`src/design/matrix_keypad_scanner_macros.svh`:
```
// Assertion helpers for the keypad scanner.
`ifndef MATRIX_KEYPAD_SCANNER_MACROS_SVH
`define MATRIX_KEYPAD_SCANNER_MACROS_SVH

// Same-cycle implication, checked outside reset.
`define MKS_ASSERT_NOW(label, ante, cons) \
  label: assert property (@(posedge clk) disable iff (!rst_n) (ante) |-> (cons)) \
    else $error("keypad scanner assertion failed");

// Next-cycle implication, checked outside reset.
`define MKS_ASSERT_NEXT(label, ante, cons) \
  label: assert property (@(posedge clk) disable iff (!rst_n) (ante) |=> (cons)) \
    else $error("keypad scanner assertion failed");

`endif

```
`src/design/mks_pkg.sv`:
```
package mks_pkg;

  // Register widths and reset values
  localparam int unsigned CfgWidth       = 8;
  localparam int unsigned TimeWidth      = 32;
  localparam int unsigned KeyWidth       = 7;
  localparam logic [7:0]  DebounceReset  = 8'd20;
  localparam logic [7:0]  RowPeriodReset = 8'd2;

  // Register indexes
  localparam logic CFG_DEBOUNCE   = 1'b0;
  localparam logic CFG_ROW_PERIOD = 1'b1;

  // Key debounce state machine
  typedef enum logic [1:0] {
    ST_IDLE,
    ST_DEB_PRESS,
    ST_PRESSED,
    ST_DEB_RELEASE
  } mode_t;

  // ASCII code for a key at (row, column)
  function automatic logic [6:0] key_map(input logic [1:0] row, input logic [1:0] col);
    logic [6:0] code;
    code = 7'h00;
    case ({row, col})
      4'h0:    code = 7'h31; // 1
      4'h1:    code = 7'h32; // 2
      4'h2:    code = 7'h33; // 3
      4'h3:    code = 7'h41; // A
      4'h4:    code = 7'h34; // 4
      4'h5:    code = 7'h35; // 5
      4'h6:    code = 7'h36; // 6
      4'h7:    code = 7'h42; // B
      4'h8:    code = 7'h37; // 7
      4'h9:    code = 7'h38; // 8
      4'hA:    code = 7'h39; // 9
      4'hB:    code = 7'h43; // C
      4'hC:    code = 7'h2A; // *
      4'hD:    code = 7'h30; // 0
      4'hE:    code = 7'h23; // #
      default: code = 7'h44; // D
    endcase
    return code;
  endfunction

  // First closed key: lowest row, then lowest column; 0 when none closed
  function automatic logic [6:0] full_scan(input logic [3:0] c0, input logic [3:0] c1,
                                           input logic [3:0] c2, input logic [3:0] c3);
    logic [3:0] rows [4];
    logic [6:0] code;
    rows[0] = c0;
    rows[1] = c1;
    rows[2] = c2;
    rows[3] = c3;
    code = 7'h00;
    for (int r = 3; r >= 0; r--) begin
      for (int c = 3; c >= 0; c--) begin
        if (!rows[r][c]) begin
          code = key_map(2'(r), 2'(c));
        end
      end
    end
    return code;
  endfunction

endpackage

```
`src/design/matrix_keypad_scanner.sv`:
```
// 4x4 matrix keypad scanner with press/release debounce.
// Input channel (in_valid/in_ready) carries one sample: millisecond time,
// the column levels seen with each row driven, a column-change flag and a
// key-take flag. Each accepted sample yields exactly one result on the
// output channel (out_valid/out_ready): rotating drive row, held-key flag,
// ASCII key code and debounce state.
// The result of a sample is in the output register on the cycle after it is
// accepted. Throughput is one sample per cycle while the receiver keeps up; the
// debounce update, two 32-bit time compares and the row/column priority
// scan sit between the input ports and the state and output registers.
// A new sample is taken whenever the output register is empty or being
// drained in the same cycle; while the receiver stalls, the pending result
// holds and in_ready stays low.
// Configuration (cfg_we/cfg_index/cfg_wdata) writes the debounce time
// (index 0) or the row period (index 1) at once; write it only while no
// request is in flight.
// Synchronous reset clears the output valid flag, the state machine to idle,
// the row to 0, both time stamps and the held key, and loads a 20 ms
// debounce time and a 2 ms row period.
module matrix_keypad_scanner (
  input  logic                            clk,
  input  logic                            rst_n,
  // configuration
  input  logic                            cfg_we,
  input  logic                            cfg_index,
  input  logic [mks_pkg::CfgWidth-1:0]    cfg_wdata,
  // sample request
  input  logic                            in_valid,
  output logic                            in_ready,
  input  logic [mks_pkg::TimeWidth-1:0]   in_now_time,
  input  logic [3:0]                      in_cols_row0,
  input  logic [3:0]                      in_cols_row1,
  input  logic [3:0]                      in_cols_row2,
  input  logic [3:0]                      in_cols_row3,
  input  logic                            in_col_change,
  input  logic                            in_take_key,
  // result request
  output logic                            out_valid,
  input  logic                            out_ready,
  output logic [1:0]                      out_drive_row,
  output logic                            out_key_ready,
  output logic [mks_pkg::KeyWidth-1:0]    out_key_code,
  output logic [1:0]                      out_fsm_state
);
  import mks_pkg::*;

`include "matrix_keypad_scanner_macros.svh"

  logic [CfgWidth-1:0]  debounce_r, row_period_r;
  mode_t                mode_r, mode_nxt;
  logic [1:0]           row_r, row_nxt;
  logic [TimeWidth-1:0] row_stamp_r, row_stamp_nxt;
  logic [TimeWidth-1:0] deb_stamp_r, deb_stamp_nxt;
  logic                 edge_pend_r, edge_pend_nxt;
  logic                 held_r, held_nxt;
  logic [KeyWidth-1:0]  char_r, char_nxt;
  logic                 out_valid_r;
  logic [1:0]           out_row_r;
  logic                 out_held_r;
  logic [KeyWidth-1:0]  out_char_r;
  mode_t                out_mode_r;

  logic                 in_accept;
  logic                 edge_seen;
  logic                 row_due, deb_done;
  logic [KeyWidth-1:0]  scan_key;
  logic                 held_upd;
  logic [KeyWidth-1:0]  char_upd;

  assign in_ready  = !out_valid_r || out_ready;
  assign in_accept = in_valid && in_ready;

  // Configuration registers
  always_ff @(posedge clk) begin
    if (!rst_n) begin
      debounce_r   <= DebounceReset;
      row_period_r <= RowPeriodReset;
    end else if (cfg_we) begin
      case (cfg_index)
        CFG_DEBOUNCE:   debounce_r   <= cfg_wdata;
        CFG_ROW_PERIOD: row_period_r <= cfg_wdata;
        default:        ;
      endcase
    end
  end

  // Time compares, wraparound-safe
  assign row_due  = (in_now_time - row_stamp_r) >= {{(TimeWidth-CfgWidth){1'b0}}, row_period_r};
  assign deb_done = (in_now_time - deb_stamp_r) >= {{(TimeWidth-CfgWidth){1'b0}}, debounce_r};
  assign scan_key = full_scan(in_cols_row0, in_cols_row1, in_cols_row2, in_cols_row3);
  assign edge_seen = edge_pend_r || in_col_change;

  // Next state and key latch for one sample
  always_comb begin
    mode_nxt      = mode_r;
    row_nxt       = row_r;
    row_stamp_nxt = row_stamp_r;
    deb_stamp_nxt = deb_stamp_r;
    edge_pend_nxt = edge_seen;
    held_upd      = held_r;
    char_upd      = char_r;

    if (row_due) begin
      row_stamp_nxt = in_now_time;
      row_nxt       = row_r + 2'd1;
    end

    case (mode_r)
      ST_IDLE: begin
        if (edge_seen) begin
          edge_pend_nxt = 1'b0;
          deb_stamp_nxt = in_now_time;
          mode_nxt      = ST_DEB_PRESS;
        end
      end
      ST_DEB_PRESS: begin
        if (deb_done) begin
          if (scan_key != '0) begin
            char_upd = scan_key;
            held_upd = 1'b1;
            mode_nxt = ST_PRESSED;
          end else begin
            mode_nxt = ST_IDLE;
          end
        end
      end
      ST_PRESSED: begin
        if (scan_key == '0) begin
          deb_stamp_nxt = in_now_time;
          mode_nxt      = ST_DEB_RELEASE;
        end
      end
      default: begin
        if (deb_done) begin
          mode_nxt = (scan_key == '0) ? ST_IDLE : ST_PRESSED;
        end
      end
    endcase

    // take clears the key after the result shows it
    held_nxt = in_take_key ? 1'b0 : held_upd;
    char_nxt = in_take_key ? '0 : char_upd;
  end

  // State registers
  always_ff @(posedge clk) begin
    if (!rst_n) begin
      mode_r      <= ST_IDLE;
      row_r       <= 2'd0;
      row_stamp_r <= '0;
      deb_stamp_r <= '0;
      edge_pend_r <= 1'b0;
      held_r      <= 1'b0;
      char_r      <= '0;
    end else if (in_accept) begin
      mode_r      <= mode_nxt;
      row_r       <= row_nxt;
      row_stamp_r <= row_stamp_nxt;
      deb_stamp_r <= deb_stamp_nxt;
      edge_pend_r <= edge_pend_nxt;
      held_r      <= held_nxt;
      char_r      <= char_nxt;
    end
  end

  // Output register
  always_ff @(posedge clk) begin
    if (!rst_n) begin
      out_valid_r <= 1'b0;
    end else if (in_accept) begin
      out_valid_r <= 1'b1;
    end else if (out_ready) begin
      out_valid_r <= 1'b0;
    end
  end

  always_ff @(posedge clk) begin
    if (in_accept) begin
      out_row_r  <= row_nxt;
      out_held_r <= held_upd;
      out_char_r <= char_upd;
      out_mode_r <= mode_nxt;
    end
  end

  assign out_valid     = out_valid_r;
  assign out_drive_row = out_row_r;
  assign out_key_ready = out_held_r;
  assign out_key_code  = out_char_r;
  assign out_fsm_state = out_mode_r;

  // Checks
  `MKS_ASSERT_NOW(a_ready_has_code, out_valid_r, out_held_r == (out_char_r != '0))
  `MKS_ASSERT_NEXT(a_edge_starts_debounce,
                   in_accept && mode_r == ST_IDLE && edge_seen, out_mode_r == ST_DEB_PRESS)
  `MKS_ASSERT_NEXT(a_take_clears, in_accept && in_take_key, !held_r && char_r == '0)
  `MKS_ASSERT_NEXT(a_state_holds, !in_accept, $stable(mode_r) && $stable(row_r))

endmodule

```
`config.mk`:
```
export PLATFORM = sky130hd
export DESIGN_NAME = matrix_keypad_scanner
export DESIGN_NICKNAME = d
export VERILOG_FILES = /design/src/design/mks_pkg.sv /design/src/design/matrix_keypad_scanner.sv
export VERILOG_INCLUDE_DIRS = /design/src /design/src/design
export SDC_FILE = /design/constraint.sdc
export NUM_CORES = 1
export LEC_CHECK = 0
export ABC_AREA = 1
export ABC_CLOCK_PERIOD_IN_PS = 4800
export BUFFER_PORTS_ARGS = -buffer_cell sky130_fd_sc_hd__buf_2
export CORE_MARGIN = 1
export CORE_UTILIZATION = 55
export CTS_CLUSTER_DIAMETER = 40
export DETAILED_ROUTE_END_ITERATION = 7
export GPL_ROUTABILITY_DRIVEN = 1
export MAX_ROUTING_LAYER = met4
export PLACE_DENSITY = 0.84
export SYNTH_ARGS = -nofsm -noshare
export SYNTH_HDL_FRONTEND = slang
export SYNTH_SLANG_ARGS = --single-unit
export TNS_END_PERCENT = 50
```
`constraint.sdc`:
```
create_clock -name clk -period 4.8 [get_ports clk]
set_input_delay 0.24 -clock clk [delete_from_list [all_inputs] [get_ports clk]]
set_output_delay 0.24 -clock clk [all_outputs]
set_load 0.01 [all_outputs]
```
==> flow_metrics.tcl <==
set metrics [dict create \
    outcome "complete, no violations" \
    remaining_drc_errors 0 \
    final_util_pct 61.0 \
    hold_violations 0 \
    ys.warnings.count 0 \
    synth_top_area_cell "dfxtp_1" \
    relSlewSlack_pct 36.3 \
    cts_max_level 3 \
    cts-root-buf "clkbuf_16" \
    p_leak_nw 5.15 \
    drive_above_1_share_pct 9.05 \
    power_mw 2.88 \
    p_per_area_nw_per_um2 286 \
    wl_per_cell_um 13.2 \
    cp_max_fo 11 \
    critPathCaptureType "register" \
    cap_violations 0 \
    tritoncts "done" \
    synth_cell_types 48 \
    clkTransAtPathRegs_ps 80 \
    synth_area_leaders "dfxtp_1 20%, nand2_1 18%, ha_1 11%" \
    regArea_um2 2240 \
    floorplan.initialDensity_pct 56.2 \
    cpPeakStageDelay_ps 360 \
    hold_slack_ps 141 \
    finalSetupViolCount 0 \
    nFillCells 1603 \
    fin_setup_tns_ps 0 \
    fmax_ghz 0.273 \
    grt.overflow.total 0 \
    die_y_um 132 \
    startpoint_type "register" \
    ir_worst_vdd_v 0.000185 \
    seq_area_frac_synth_pct 24.1 \
    yosys-top-cells-count "434 x nand2_1, 257 x inv_1, 169 x nor2_1" \
    place_congestion 0.960 \
    synth_area_per_cell_um2 6.06 \
    drtIter0Drc 659 \
    grt_first_pass_wirelength_um 40500 \
    post-route-period-util_pct 76.4 \
    hp-class "input pin to register" \
    skew_ps 11.4 \
    ys.flop_type "dfxtp_1" \
    dieArea_um2 17400 \
    grt_max_degree 86 \
    tightest_slew_ps 952 \
    dieWidth_um 132 \
    clkLatencyLatePin_ps 350 \
    rsz0062_at_grt "no" \
    cts_buffers 9 \
    cp_data_required_time_ps 5070 \
    vias 9526 \
    crit_type "register to register" \
    met3_usage_pct 1.85 \
    grt_use_met2_pct 45.7 \
    clk_path_buf_depth 2 \
    synth-edff-count 12 \
    syn-num-nets 1677 \
    slew_violations 0 \
    min_period_ps 3670 \
    dp_hpwl_um 19300 \
    pin_count 78 \
    crit_slowest_cell "ha_1" \
    synthToLayoutAreaGrowth_pct 8.43 \
    yosysTopAreaCellShare_pct 20.3 \
    vias_per_cell 5.23 \
    grt_usage_pct 29.0 \
    netlist_area_um2 9290 \
    crit_path_frequent_cell "nand2_1" \
    first_pass_iters 5 \
    io_buffers 77 \
    row_count 47 \
    drtAntennaViolNets 0 \
    cts_hold_buffers 0 \
    grt_pass1_vias 8706 \
    top_usage_layer "met2" \
    antenna_found_initial 1 \
    routed_wl_um 24000 \
    fin_nets 1741 \
    post_cts_buffers 0 \
    core_um2 16500 \
    multi_input_area_um2 5890 \
    synth-seq-cells 106 \
    async_flop_share_pct 0 \
    synth_most_common_cell "nand2_1" \
    design_area_um2 10100 \
    crit_arrival_ps 3930 \
    syn_inst 1533 \
    clock_sinks 106 \
    grt_use_met1_pct 39.1 \
    dpl_cell_area_um2 9780 \
    ctsResizeCount 0 \
]
[placed cells by master, fill, tap and decap left out, drive strengths merged, types with 6 or more instances in the layout]
cell type / n
nand2: 444
inv: 260
nor2: 201
a21oi: 126
o21ai: 115
dfxtp: 94
ha: 78
buf: 78
nand3: 75
xor2: 19
nand4: 17
nor3: 17
o21bai: 13
edfxtp: 12
clkbuf: 11
nand3b: 6
clkinv: 6
[report_power, final]
| part | total [mW] | internal [mW] | leakage [nW] | switching, mW |
|---|---|---|---|---|
| registers | 1.00 | 0.969 | 0.896 | 0.0321 |
| clock network | 0.719 | 0.375 | 0.142 | 0.344 |
| logic | 1.16 | 0.411 | 4.11 | 0.748 |
[final cells by class]
| class | instances | area share (%) |
|---|---|---|
| diodes | 1 | 0.0248 |
| clock buffers | 11 | 2.41 |
| clock inverters | 5 | 0.459 |
| inverters | 261 | 9.80 |
| multi-input cells | 1141 | 58.4 |
| flip-flops and latches | 106 | 22.3 |
| well taps | 220 | 2.73 |
| repair buffers | 78 | 3.90 |
[worst max-delay path: cells and delay by family, from the launching register on]
kind | cells | cell delay, ps
buf+inv | 2 | 90
flops | 1 | 310
fa+ha+maj | 2 | 620
xor+xnor | 1 | 160
compound gates | 2 | 280
simple gates | 20 | 2150
[sequential cells by signal, indices dropped and copies added, names as in the netlist, 7 cells and up]
| signal | flops |
|---|---|
| char_r | 7 |
| row_stamp_r | 32 |
| debounce_r | 8 |
| out_key_code | 7 |
| deb_stamp_r | 32 |
| row_period_r | 8 |
[final timing paths]
| kind | from | to | slack [ps] | depth (start not counted) |
|---|---|---|---|---|
| worst min register to register | deb_stamp_r[27] | deb_stamp_r[27] | 460 | 2 |
| worst max register to register | deb_stamp_r[2] | char_r[2] | 1130 | 27 |
| worst min-delay path | cfg_wdata[0] | debounce_r[0] | 140 | 3 |
| worst max-delay path | deb_stamp_r[2] | char_r[2] | 1130 | 27 |
[layer usage]
metal,vias up,share of wire [%]
li1,4997,-
met1,4207,48
met4,0,3.0
met3,53,5.0
met5,-,0
met2,269,44
[stage by stage]
| stage | setup slack (ps) | cells |
|---|---|---|
| after detailed placement | 1120 | 1806 |
| after global routing | 616 | 1823 |
| after floorplan | 1860 | 1533 |
| final | 1130 | 1823 |
| after global placement | 1210 | 1806 |
| after CTS | 1100 | 1822 |
[kinds of logic (layout without fill, tap and decap cells)]
family / Yosys count / after routing / share of synthesized area (%)
buf+inv: 286 / 355 / 12.5
xor+xnor: 22 / 22 / 2.07
other cells: 0 / 1 / 0
fa+ha+maj: 80 / 80 / 10.9
flops: 106 / 106 / 24.1
simple gates: 769 / 769 / 34.8
compound gates: 270 / 270 / 15.5
No activity file was read; power rests on OpenSTA's default activity.
